### src/rtl/trs_pkg.sv
`timescale 1ns / 1ps
package trs_pkg;

	// Tile coordinate width, set by the fixed field widths
	localparam int COORD_BITS = 6;
	localparam int COLOUR_BITS = 32;
	localparam logic [COORD_BITS-1:0] COORD_MAX = '1;

	typedef logic [COORD_BITS-1:0] coord_t;
	typedef logic [COLOUR_BITS-1:0] colour_t;
	typedef logic signed [COORD_BITS:0] delta_t;

	// One triangle as it arrives
	typedef struct packed {
		coord_t  vx0;
		coord_t  vy0;
		coord_t  vx1;
		coord_t  vy1;
		coord_t  vx2;
		coord_t  vy2;
		colour_t fill_colour;
	} tri_t;

	// One span as it leaves
	typedef struct packed {
		coord_t  span_row;
		coord_t  span_start;
		coord_t  span_end;
		colour_t span_colour;
		logic    last_span;
	} span_t;

	// Shape of a sorted triangle
	typedef enum logic [1:0] {
		KIND_LINE,
		KIND_DOWN,
		KIND_UP,
		KIND_SPLIT
	} kind_t;

	// Classified triangle handed from the front to the back
	typedef struct packed {
		coord_t                    x0;
		coord_t                    y0;
		coord_t                    x1;
		coord_t                    y1;
		coord_t                    x2;
		coord_t                    y2;
		colour_t                   colour;
		kind_t                     kind;
		logic [2*COORD_BITS-1:0]   num_mag;
		logic                      num_neg;
	} desc_t;

	// Back sequencer states
	typedef enum logic [2:0] {
		ST_IDLE,
		ST_LINE,
		ST_MID,
		ST_DIV,
		ST_WALK
	} state_t;

	// Signed difference of two coordinates
	function automatic delta_t coord_diff(input coord_t a, input coord_t b);
		return $signed({1'b0, a}) - $signed({1'b0, b});
	endfunction

	// Magnitude of a coordinate difference
	function automatic coord_t delta_mag(input delta_t d);
		delta_t n;
		n = -d;
		return d[COORD_BITS] ? n[COORD_BITS-1:0] : d[COORD_BITS-1:0];
	endfunction

endpackage

### src/rtl/trs_front.sv
`timescale 1ns / 1ps
module trs_front import trs_pkg::*; (
	input  logic  clk,
	input  logic  arst_n,
	input  logic  tri_valid,
	output logic  tri_stall,
	input  tri_t  triangle,
	output logic  push,
	output desc_t push_desc,
	input  logic  q_full
);

	logic   valid_s1;
	tri_t   tri_s1;
	coord_t xs [3];
	coord_t ys [3];
	delta_t dx02;
	coord_t dy01;
	kind_t  kind;

	assign tri_stall = valid_s1 & q_full;
	assign push = valid_s1 & ~q_full;

	// Hold the triangle until the queue takes it
	always_ff @(posedge clk or negedge arst_n) begin
		if (!arst_n) begin
			valid_s1 <= 1'b0;
		end else if (tri_valid && !tri_stall) begin
			valid_s1 <= 1'b1;
		end else if (push) begin
			valid_s1 <= 1'b0;
		end
	end

	always_ff @(posedge clk) begin
		if (tri_valid && !tri_stall) begin
			tri_s1 <= triangle;
		end
	end

	// Sort by y with three compare-and-swap steps; ties keep input order
	always_comb begin
		coord_t t;
		t = '0;
		xs[0] = tri_s1.vx0;
		ys[0] = tri_s1.vy0;
		xs[1] = tri_s1.vx1;
		ys[1] = tri_s1.vy1;
		xs[2] = tri_s1.vx2;
		ys[2] = tri_s1.vy2;
		if (ys[0] > ys[1]) begin
			t = ys[0]; ys[0] = ys[1]; ys[1] = t;
			t = xs[0]; xs[0] = xs[1]; xs[1] = t;
		end
		if (ys[1] > ys[2]) begin
			t = ys[1]; ys[1] = ys[2]; ys[2] = t;
			t = xs[1]; xs[1] = xs[2]; xs[2] = t;
		end
		if (ys[0] > ys[1]) begin
			t = ys[0]; ys[0] = ys[1]; ys[1] = t;
			t = xs[0]; xs[0] = xs[1]; xs[1] = t;
		end
	end

	// Classify the shape and form the split-point numerator
	always_comb begin
		if (ys[0] == ys[2]) begin
			kind = KIND_LINE;
		end else if (ys[1] == ys[2]) begin
			kind = KIND_DOWN;
		end else if (ys[0] == ys[1]) begin
			kind = KIND_UP;
		end else begin
			kind = KIND_SPLIT;
		end
		dx02 = coord_diff(xs[2], xs[0]);
		dy01 = ys[1] - ys[0];
		push_desc.x0 = xs[0];
		push_desc.y0 = ys[0];
		push_desc.x1 = xs[1];
		push_desc.y1 = ys[1];
		push_desc.x2 = xs[2];
		push_desc.y2 = ys[2];
		push_desc.colour = tri_s1.fill_colour;
		push_desc.kind = kind;
		push_desc.num_mag = (2*COORD_BITS)'(delta_mag(dx02)) * (2*COORD_BITS)'(dy01);
		push_desc.num_neg = dx02[COORD_BITS];
	end

endmodule

### src/rtl/trs_fifo.sv
`timescale 1ns / 1ps
module trs_fifo import trs_pkg::*; (
	input  logic  clk,
	input  logic  arst_n,
	input  logic  push,
	input  desc_t push_desc,
	output logic  full,
	input  logic  pop,
	output logic  empty,
	output desc_t head
);

	desc_t      mem_q [2];
	desc_t      head_q;
	logic       wr_ptr_q;
	logic       rd_ptr_q;
	logic [1:0] count_q;

	assign full = count_q == 2'd2;
	assign empty = count_q == 2'd0;
	assign head = head_q;

	// Advance pointers and occupancy
	always_ff @(posedge clk or negedge arst_n) begin
		if (!arst_n) begin
			wr_ptr_q <= 1'b0;
			rd_ptr_q <= 1'b0;
			count_q <= 2'd0;
		end else begin
			if (push) begin
				wr_ptr_q <= ~wr_ptr_q;
			end
			if (pop) begin
				rd_ptr_q <= ~rd_ptr_q;
			end
			if (push && !pop) begin
				count_q <= count_q + 2'd1;
			end else if (pop && !push) begin
				count_q <= count_q - 2'd1;
			end
		end
	end

	// Write the entry and refill the head register
	always_ff @(posedge clk) begin
		if (push) begin
			mem_q[wr_ptr_q] <= push_desc;
		end
		if (push && (empty || (pop && count_q == 2'd1))) begin
			head_q <= push_desc;
		end else if (pop) begin
			head_q <= mem_q[~rd_ptr_q];
		end
	end

endmodule

### src/rtl/trs_div.sv
`timescale 1ns / 1ps
module trs_div import trs_pkg::*; #(
	parameter int DW = 22
) (
	input  logic          clk,
	input  logic          arst_n,
	input  logic          start,
	input  logic [DW-1:0] dividend,
	input  coord_t        divisor,
	output logic          done,
	output logic [DW-1:0] quotient,
	output logic          rem_nz
);

	localparam int CW = $clog2(DW);

	logic [DW-1:0]     quo_q;
	coord_t            rem_q;
	coord_t            dvs_q;
	logic [CW-1:0]     cnt_q;
	logic              busy_q;
	logic              done_q;
	logic [COORD_BITS:0] trial;
	logic [COORD_BITS:0] diff;
	logic              ge;

	// One restoring step per cycle
	assign trial = {rem_q, quo_q[DW-1]};
	assign ge = trial >= {1'b0, dvs_q};
	assign diff = trial - {1'b0, dvs_q};

	assign done = done_q;
	assign quotient = quo_q;
	assign rem_nz = rem_q != '0;

	always_ff @(posedge clk or negedge arst_n) begin
		if (!arst_n) begin
			busy_q <= 1'b0;
			done_q <= 1'b0;
			cnt_q <= '0;
		end else if (start) begin
			busy_q <= 1'b1;
			done_q <= 1'b0;
			cnt_q <= '0;
		end else if (busy_q) begin
			if (cnt_q == CW'(DW - 1)) begin
				busy_q <= 1'b0;
				done_q <= 1'b1;
			end
			cnt_q <= cnt_q + 1'b1;
		end else begin
			done_q <= 1'b0;
		end
	end

	always_ff @(posedge clk) begin
		if (start) begin
			quo_q <= dividend;
			rem_q <= '0;
			dvs_q <= divisor;
		end else if (busy_q) begin
			quo_q <= {quo_q[DW-2:0], ge};
			rem_q <= ge ? diff[COORD_BITS-1:0] : trial[COORD_BITS-1:0];
		end
	end

endmodule

### src/rtl/trs_back.sv
`timescale 1ns / 1ps
module trs_back import trs_pkg::*; #(
	parameter int FRAC_BITS = 16
) (
	input  logic  clk,
	input  logic  arst_n,
	input  logic  q_empty,
	input  desc_t q_head,
	output logic  pop,
	output logic  span_valid,
	input  logic  span_stall,
	output span_t span
);

	localparam int QW = COORD_BITS + FRAC_BITS;
	localparam int SW = QW + 1;
	localparam int EW = SW + 1;
	localparam int DW = (QW > 2*COORD_BITS) ? QW : 2*COORD_BITS;

	state_t                state_q;
	state_t                state_d;
	desc_t                 d_q;
	coord_t                mx_q;
	logic                  up_q;
	coord_t                row_q;
	coord_t                end_row_q;
	logic signed [EW-1:0]  edge_l_q;
	logic signed [EW-1:0]  edge_r_q;
	logic signed [SW-1:0]  step_l_q;
	logic signed [SW-1:0]  step_r_q;
	logic                  neg_l_q;
	logic                  neg_r_q;
	span_t                 span_q;
	logic                  span_valid_q;

	logic                  out_free;
	logic                  row_done;
	logic                  final_part;
	logic                  emit;
	logic                  div_start;
	logic                  div_done;
	logic                  use_num;
	delta_t                dl;
	delta_t                dr;
	coord_t                dvs;
	logic [DW-1:0]         dvd_l;
	logic [DW-1:0]         dvd_r;
	logic [DW-1:0]         quot_l;
	logic [DW-1:0]         quot_r;
	logic                  rem_nz_l;
	logic [COORD_BITS+1:0] mx_wide;
	coord_t                mx_new;
	logic signed [EW-1:0]  edge_lo;
	logic signed [EW-1:0]  edge_hi;
	span_t                 span_new;

	function automatic logic signed [SW-1:0] to_slope(input logic [QW-1:0] q, input logic neg);
		logic signed [SW-1:0] m;
		m = $signed({1'b0, q});
		return neg ? -m : m;
	endfunction

	// Truncate toward zero and clamp to the tile
	function automatic coord_t clamp_x(input logic signed [EW-1:0] v);
		logic [COORD_BITS:0] t;
		t = v[EW-2:FRAC_BITS];
		if (v[EW-1]) begin
			return '0;
		end else if (t[COORD_BITS]) begin
			return COORD_MAX;
		end else begin
			return t[COORD_BITS-1:0];
		end
	endfunction

	function automatic logic signed [EW-1:0] widen(input logic signed [SW-1:0] s);
		return {s[SW-1], s};
	endfunction

	assign out_free = ~span_valid_q | ~span_stall;
	assign row_done = row_q == end_row_q;
	assign final_part = up_q | (d_q.kind != KIND_SPLIT);
	assign span_valid = span_valid_q;
	assign span = span_q;

	// Two dividers run side by side, one per edge
	trs_div #(.DW(DW)) u_div_l (
		.clk      (clk),
		.arst_n   (arst_n),
		.start    (div_start),
		.dividend (dvd_l),
		.divisor  (dvs),
		.done     (div_done),
		.quotient (quot_l),
		.rem_nz   (rem_nz_l)
	);

	trs_div #(.DW(DW)) u_div_r (
		.clk      (clk),
		.arst_n   (arst_n),
		.start    (div_start),
		.dividend (dvd_r),
		.divisor  (dvs),
		.done     (),
		.quotient (quot_r),
		.rem_nz   ()
	);

	// Floor the split-point offset
	always_comb begin
		if (d_q.num_neg) begin
			mx_wide = {2'b00, d_q.x0} - {2'b00, quot_l[COORD_BITS-1:0]}
				- (COORD_BITS+2)'(rem_nz_l);
		end else begin
			mx_wide = {2'b00, d_q.x0} + {2'b00, quot_l[COORD_BITS-1:0]};
		end
		mx_new = mx_wide[COORD_BITS-1:0];
	end

	// Select divider operands
	always_comb begin
		use_num = 1'b0;
		dl = coord_diff(d_q.x2, d_q.x1);
		dr = coord_diff(d_q.x2, mx_q);
		dvs = d_q.y2 - d_q.y1;
		case (state_q)
			ST_IDLE: begin
				case (q_head.kind)
					KIND_SPLIT: begin
						use_num = 1'b1;
						dvs = q_head.y2 - q_head.y0;
					end
					KIND_DOWN: begin
						dl = coord_diff(q_head.x1, q_head.x0);
						dr = coord_diff(q_head.x2, q_head.x0);
						dvs = q_head.y2 - q_head.y0;
					end
					KIND_UP: begin
						dl = coord_diff(q_head.x2, q_head.x0);
						dr = coord_diff(q_head.x2, q_head.x1);
						dvs = q_head.y2 - q_head.y0;
					end
					default: begin
					end
				endcase
			end
			ST_MID: begin
				dl = coord_diff(d_q.x1, d_q.x0);
				dr = coord_diff(mx_new, d_q.x0);
				dvs = d_q.y1 - d_q.y0;
			end
			default: begin
			end
		endcase
		dvd_l = use_num ? DW'(q_head.num_mag) : DW'({delta_mag(dl), {FRAC_BITS{1'b0}}});
		dvd_r = use_num ? DW'(q_head.num_mag) : DW'({delta_mag(dr), {FRAC_BITS{1'b0}}});
	end

	// Next state
	always_comb begin
		state_d = state_q;
		case (state_q)
			ST_IDLE: begin
				if (!q_empty) begin
					case (q_head.kind)
						KIND_LINE:  state_d = ST_LINE;
						KIND_SPLIT: state_d = ST_MID;
						default:    state_d = ST_DIV;
					endcase
				end
			end
			ST_LINE: begin
				if (out_free) begin
					state_d = ST_IDLE;
				end
			end
			ST_MID: begin
				if (div_done) begin
					state_d = ST_DIV;
				end
			end
			ST_DIV: begin
				if (div_done) begin
					state_d = ST_WALK;
				end
			end
			ST_WALK: begin
				if (out_free && row_done) begin
					state_d = final_part ? ST_IDLE : ST_DIV;
				end
			end
			default: state_d = ST_IDLE;
		endcase
	end

	// Control outputs
	always_comb begin
		pop = 1'b0;
		div_start = 1'b0;
		emit = 1'b0;
		case (state_q)
			ST_IDLE: begin
				pop = ~q_empty;
				div_start = ~q_empty & (q_head.kind != KIND_LINE);
			end
			ST_LINE: begin
				emit = out_free;
			end
			ST_MID: begin
				div_start = div_done;
			end
			ST_WALK: begin
				emit = out_free;
				div_start = out_free & row_done & ~final_part;
			end
			default: begin
			end
		endcase
	end

	// Form the next span
	always_comb begin
		edge_lo = (edge_l_q < edge_r_q) ? edge_l_q : edge_r_q;
		edge_hi = (edge_l_q < edge_r_q) ? edge_r_q : edge_l_q;
		span_new.span_colour = d_q.colour;
		if (state_q == ST_LINE) begin
			span_new.span_row = d_q.y0;
			span_new.span_start = d_q.x0;
			span_new.span_end = d_q.x0;
			if (d_q.x1 < span_new.span_start) span_new.span_start = d_q.x1;
			if (d_q.x2 < span_new.span_start) span_new.span_start = d_q.x2;
			if (d_q.x1 > span_new.span_end) span_new.span_end = d_q.x1;
			if (d_q.x2 > span_new.span_end) span_new.span_end = d_q.x2;
			span_new.last_span = 1'b1;
		end else begin
			span_new.span_row = row_q;
			span_new.span_start = clamp_x(edge_lo);
			span_new.span_end = clamp_x(edge_hi);
			span_new.last_span = row_done & final_part;
		end
	end

	always_ff @(posedge clk or negedge arst_n) begin
		if (!arst_n) begin
			state_q <= ST_IDLE;
		end else begin
			state_q <= state_d;
		end
	end

	// Track which half is being walked
	always_ff @(posedge clk or negedge arst_n) begin
		if (!arst_n) begin
			up_q <= 1'b0;
		end else if (pop) begin
			up_q <= q_head.kind == KIND_UP;
		end else if (state_q == ST_WALK && emit && row_done && !final_part) begin
			up_q <= 1'b1;
		end
	end

	// Hold the span until it transfers
	always_ff @(posedge clk or negedge arst_n) begin
		if (!arst_n) begin
			span_valid_q <= 1'b0;
		end else if (emit) begin
			span_valid_q <= 1'b1;
		end else if (!span_stall) begin
			span_valid_q <= 1'b0;
		end
	end

	always_ff @(posedge clk) begin
		if (emit) begin
			span_q <= span_new;
		end
	end

	// Edge walker datapath
	always_ff @(posedge clk) begin
		if (pop) begin
			d_q <= q_head;
		end
		if (div_start) begin
			neg_l_q <= dl[COORD_BITS];
			neg_r_q <= dr[COORD_BITS];
		end
		if (state_q == ST_MID && div_done) begin
			mx_q <= mx_new;
		end
		if (state_q == ST_DIV && div_done) begin
			step_l_q <= to_slope(quot_l[QW-1:0], neg_l_q);
			step_r_q <= to_slope(quot_r[QW-1:0], neg_r_q);
			if (up_q) begin
				edge_l_q <= $signed({2'b00, d_q.x2, {FRAC_BITS{1'b0}}});
				edge_r_q <= $signed({2'b00, d_q.x2, {FRAC_BITS{1'b0}}});
				row_q <= d_q.y2;
				end_row_q <= (d_q.kind == KIND_SPLIT) ? d_q.y1 + 1'b1 : d_q.y0;
			end else begin
				edge_l_q <= $signed({2'b00, d_q.x0, {FRAC_BITS{1'b0}}});
				edge_r_q <= $signed({2'b00, d_q.x0, {FRAC_BITS{1'b0}}});
				row_q <= d_q.y0;
				end_row_q <= (d_q.kind == KIND_SPLIT) ? d_q.y1 : d_q.y2;
			end
		end else if (state_q == ST_WALK && emit && !row_done) begin
			if (up_q) begin
				row_q <= row_q - 1'b1;
				edge_l_q <= edge_l_q - widen(step_l_q);
				edge_r_q <= edge_r_q - widen(step_r_q);
			end else begin
				row_q <= row_q + 1'b1;
				edge_l_q <= edge_l_q + widen(step_l_q);
				edge_r_q <= edge_r_q + widen(step_r_q);
			end
		end
	end

`ifndef SYNTH
	a_down_in_range: assert property (@(posedge clk) disable iff (!arst_n)
		state_q == ST_WALK && !up_q |-> row_q <= end_row_q)
		else $error("downward walk passed its last row");

	a_up_in_range: assert property (@(posedge clk) disable iff (!arst_n)
		state_q == ST_WALK && up_q |-> row_q >= end_row_q)
		else $error("upward walk passed its last row");

	a_div_done_state: assert property (@(posedge clk) disable iff (!arst_n)
		div_done |-> state_q == ST_MID || state_q == ST_DIV)
		else $error("divider finished outside a divide state");

	a_last_to_idle: assert property (@(posedge clk) disable iff (!arst_n)
		emit && span_new.last_span |=> state_q == ST_IDLE)
		else $error("last span did not end the triangle");
`endif

endmodule

### src/rtl/triangle_span_rasterizer_unit.sv
`timescale 1ns / 1ps
// Channel    Direction  Handshake               Payload
// triangle   in         tri_valid / tri_stall   tri_t: three vertices and colour
// span       out        span_valid / span_stall span_t: row, start, end, colour, last
//
// A flat line gives one span. A flat-top or flat-bottom triangle runs one divide, then
// walks its rows; a general one divides for the split point, then divides and walks
// each half. DW = max(COORD_BITS + FRAC_BITS, 2 * COORD_BITS) (22 at the defaults) is
// the bit-serial divider length. Rows are emitted at one per cycle while spans transfer.
// Reset is asynchronous and needs no clearing pass. A two-entry queue lets the front
// accept triangles while the back walks; a waiting span holds the walk until it transfers.
module triangle_span_rasterizer_unit import trs_pkg::*; #(
	parameter int FRAC_BITS = 16
) (
	input  logic  clk,
	input  logic  arst_n,
	input  logic  tri_valid,
	output logic  tri_stall,
	input  tri_t  triangle,
	output logic  span_valid,
	input  logic  span_stall,
	output span_t span
);

	logic  push;
	desc_t push_desc;
	logic  q_full;
	logic  q_empty;
	logic  pop;
	desc_t q_head;

	trs_front u_front (
		.clk       (clk),
		.arst_n    (arst_n),
		.tri_valid (tri_valid),
		.tri_stall (tri_stall),
		.triangle  (triangle),
		.push      (push),
		.push_desc (push_desc),
		.q_full    (q_full)
	);

	trs_fifo u_fifo (
		.clk       (clk),
		.arst_n    (arst_n),
		.push      (push),
		.push_desc (push_desc),
		.full      (q_full),
		.pop       (pop),
		.empty     (q_empty),
		.head      (q_head)
	);

	trs_back #(.FRAC_BITS(FRAC_BITS)) u_back (
		.clk        (clk),
		.arst_n     (arst_n),
		.q_empty    (q_empty),
		.q_head     (q_head),
		.pop        (pop),
		.span_valid (span_valid),
		.span_stall (span_stall),
		.span       (span)
	);

endmodule
### config.mk
export PLATFORM = sky130hd
export DESIGN_NAME = triangle_span_rasterizer_unit
export DESIGN_NICKNAME = d
export VERILOG_FILES = /design/src/rtl/trs_pkg.sv /design/src/rtl/trs_front.sv /design/src/rtl/trs_fifo.sv /design/src/rtl/trs_div.sv /design/src/rtl/trs_back.sv /design/src/rtl/triangle_span_rasterizer_unit.sv
export SDC_FILE = /design/constraint.sdc
export NUM_CORES = 1
export LEC_CHECK = 0
export BUFFER_PORTS_ARGS = -buffer_cell sky130_fd_sc_hd__buf_2
export CORE_MARGIN = 3
export CORE_UTILIZATION = 40
export DETAILED_ROUTE_END_ITERATION = 10
export PLACE_DENSITY = 0.64
export REMOVE_ABC_BUFFERS = 1
export SKIP_LAST_GASP = 1
export SYNTH_ARGS = -nofsm -noshare
export SYNTH_HDL_FRONTEND = slang
export SYNTH_SLANG_ARGS = --single-unit
export TNS_END_PERCENT = 10
### constraint.sdc
create_clock -name clk -period 14.7 [get_ports clk]
set_clock_uncertainty 0.1 [all_clocks]
set_input_delay 4.41 -clock clk [delete_from_list [all_inputs] [get_ports clk]]
set_output_delay 4.41 -clock clk [all_outputs]
set_load 0.01 [all_outputs]
==> flow_summary.json <==
{
  "antenna_found_initial": 1,
  "synth_warnings": 0,
  "core_mm2": 0.08702,
  "clk_pin_slew_ns": 0.06,
  "overflow": 0,
  "post-route-period-util": 0.7973,
  "cts_tree": "done",
  "num_rows": 108,
  "syn_area_per_cell_um2": 11.62,
  "cts_resized": 0,
  "hp-class": "flop to flop",
  "use_met1": 0.2451,
  "start_util": 0.4041,
  "fmax_mhz": 85.32,
  "crit_arrival_ns": 12.08,
  "synthCells": 3027,
  "port_buffers": 124,
  "nets": 3483,
  "vias_per_cell": 5.236,
  "crit_fanout": 48,
  "r2r_cells": 45,
  "dpl.cell_count": 4224,
  "maxSlewHeadroom": 0.1813,
  "gr-usage-met2": 0.2795,
  "rrSetupSlack_ns": 2.98,
  "grt_use_total": 0.1734,
  "use_met3": 0.02640,
  "synth_top_family_by_area": "compound AO/OA/AOI/OAI gates",
  "worstHoldStart": "u_fifo.head[38]$_DFFE_PP_",
  "synthTopCellsByArea": "edfxtp_1 51%, ha_1 8.3%, xnor2_1 4.1%",
  "worst_path_max_delay_cell": "a31o_1",
  "syn_to_final_growth_pct": 12.19,
  "gp_congestion": 0.9086,
  "yosys.area.top_type": "edfxtp_1",
  "yosys.area_share.simple": 0.09169,
  "synth_xor_area_frac": 0.06023,
  "ys_types": 92,
  "status": "finished clean",
  "drive_above_1_share": 0.1059,
  "top_usage_layer": "met2",
  "holdWs_ns": 0.3133,
  "cpPeakStageDelay_ns": 0.70,
  "synth_common_cells": "603 x edfxtp_1, 314 x nor2_1, 233 x ha_1, 230 x a21oi_1, 221 x inv_1",
  "routedWlPerCell_um": 18.04,
  "worstPathRequired_ns": 15.06,
  "htreeDepth": 3,
  "synth.most_common_cell": "edfxtp_1",
  "antenna-diode-count": 0,
  "first_global_vias": 22542,
  "hold_depth": 0,
  "crit_path_start_kind": "flop",
  "rsz0062_at_grt": "no",
  "synth_compound_area_frac": 0.1305,
  "instances_no_fill": 4355,
  "setup_viol": 0,
  "synth-seq-cells": 638,
  "synth-seq-area-share": 0.5381,
  "synth-async-reset-ratio": 0.03605,
  "root_buffer": "clkbuf_16",
  "hpwlAfterDp_mm": 55.59,
  "num_vias": 22802,
  "synthAdderAreaFrac": 0.1031,
  "cts_sinks": 638,
  "final_antenna_net_count": 0,
  "r2r-start": "u_front.tri_s1[60]$_DFFE_PP_",
  "postCtsSetupBuffers": 0,
  "path_class": "flop to flop",
  "drt_iter0_drc": 1613,
  "hold_viol_final": 0,
  "ctsHoldBuffers": 0,
  "die_h_um": 302.5,
  "clk_latency_ns": 0.62,
  "final_max_slew_viol_count": 0,
  "r2r_end": "u_fifo.head[12]$_DFFE_PP_",
  "drc": 0,
  "worst_pin_slew_ns": 1.228,
  "grt_pass1_wl_mm": 125.7,
  "drt_first_pass_iters": 7,
  "drv_cap": 0,
  "synth_area_mm2": 0.03517,
  "clockBufferDepth": 3,
  "crit_top_cell": "ha_1",
  "cts_buffers": 72,
  "ios": 125,
  "dieArea_mm2": 0.09151,
  "synth_ff_type": "edfxtp_1",
  "synthMuxAreaShare": 0.04013,
  "die_w_um": 302.5,
  "holdPathEnd": "u_back.d_q[38]$_DFFE_PP_",
  "setup_tns_ns": 0,
  "grt_max_degree": 72,
  "endpoint_kind": "flop",
  "synth-edff-count": 603,
  "routed_wirelength_mm": 78.58,
  "period_minus_slack_ns": 11.72,
  "synth_top_area_frac": 0.5149
}
## worst max-delay path, delay by kind of cell (launching register included)
kind                     cells  cell delay [ns]
AND/OR/NAND/NOR             10             1.53
AO/OA/AOI/OAI               19             4.64
flip-flops                   1             0.51
XOR/XNOR                     2             0.64
multiplexers                 1             0.55
adder cells (fa/ha/maj)      9             3.29
buffers and inverters        4             0.24
## cell usage in the layout (no fill, tap or decap), drive strengths merged, types with 21 or more instances in the layout
cell type,count
edfxtp,603
nor2,317
a21oi,239
ha,233
inv,222
xnor2,166
nand2,158
buf,148
o21ai,142
mux2i,117
clkbuf,87
a21o,84
xor2,75
nor3,37
fa,35
o22ai,33
clkinv,33
and2,28
nor2b,26
nand3,24
dfrtp,23
nand2b,22
o21bai,22
a31oi,22
a211oi,21
## metrics by stage
| step | utilization | area, um2 | setup slack [ns] |
|---|---|---|---|
| floorplan | - | 34730 | 4.409 |
| global placement | 0.4257 | 37040 | 3.331 |
| detailed placement | 0.4257 | 37040 | 3.062 |
| CTS | 0.4534 | 39450 | 2.998 |
| global route | 0.4534 | 39450 | 1.985 |
| finish | 0.4534 | 39450 | 2.979 |
## area by class of cell
cell class	count	area (um2)
clock buffers	87	1942
clock inverters	44	470.5
fillers	8084	47570
inverters	223	839.6
multi-input cells	2060	15030
flip-flops and latches	638	18930
well taps	1155	1445
repair buffers	148	800.8
## worst max-delay path by stage
stage,start,endpoint,slack (ns),cells past startpoint
after floorplan,u_front.tri_s1[60]$_DFFE_PP_,u_fifo.head[12]$_DFFE_PP_,4.41,45
after global placement,u_front.tri_s1[60]$_DFFE_PP_,u_fifo.head[12]$_DFFE_PP_,3.33,45
after detailed placement,u_front.tri_s1[60]$_DFFE_PP_,u_fifo.head[12]$_DFFE_PP_,3.06,45
after CTS,u_front.tri_s1[60]$_DFFE_PP_,u_fifo.head[12]$_DFFE_PP_,3.00,45
after global routing,u_front.tri_s1[60]$_DFFE_PP_,u_fifo.head[12]$_DFFE_PP_,1.98,45
final,u_front.tri_s1[60]$_DFFE_PP_,u_fifo.head[12]$_DFFE_PP_,2.98,45
## logic make-up after synthesis
group	count (synthesis)
mux	137
buf+inv	329
simple gates	702
flops	638
compound gates	711
xor+xnor	241
fa+ha+maj	269
## state kept, by name, summed over array words and instances (netlist names), 24 cells and up
name,flops
u_back.span,51
u_front.push_desc,32
u_front.tri_s1,36
u_fifo.head,83
u_back.edge_l_q,24
u_fifo.mem_q,166
u_back.d_q,71
u_back.edge_r_q,24
## layer usage
metal  share of wire  up-vias
li1                -    11259
met1            0.47    10940
met2            0.46      506
met3           0.051       97
met4           0.018        0
met5               0        -
Power is left out: the tool's default activity adds up to more than one toggle a clock period on the data nets, which glitch-free logic cannot reach.
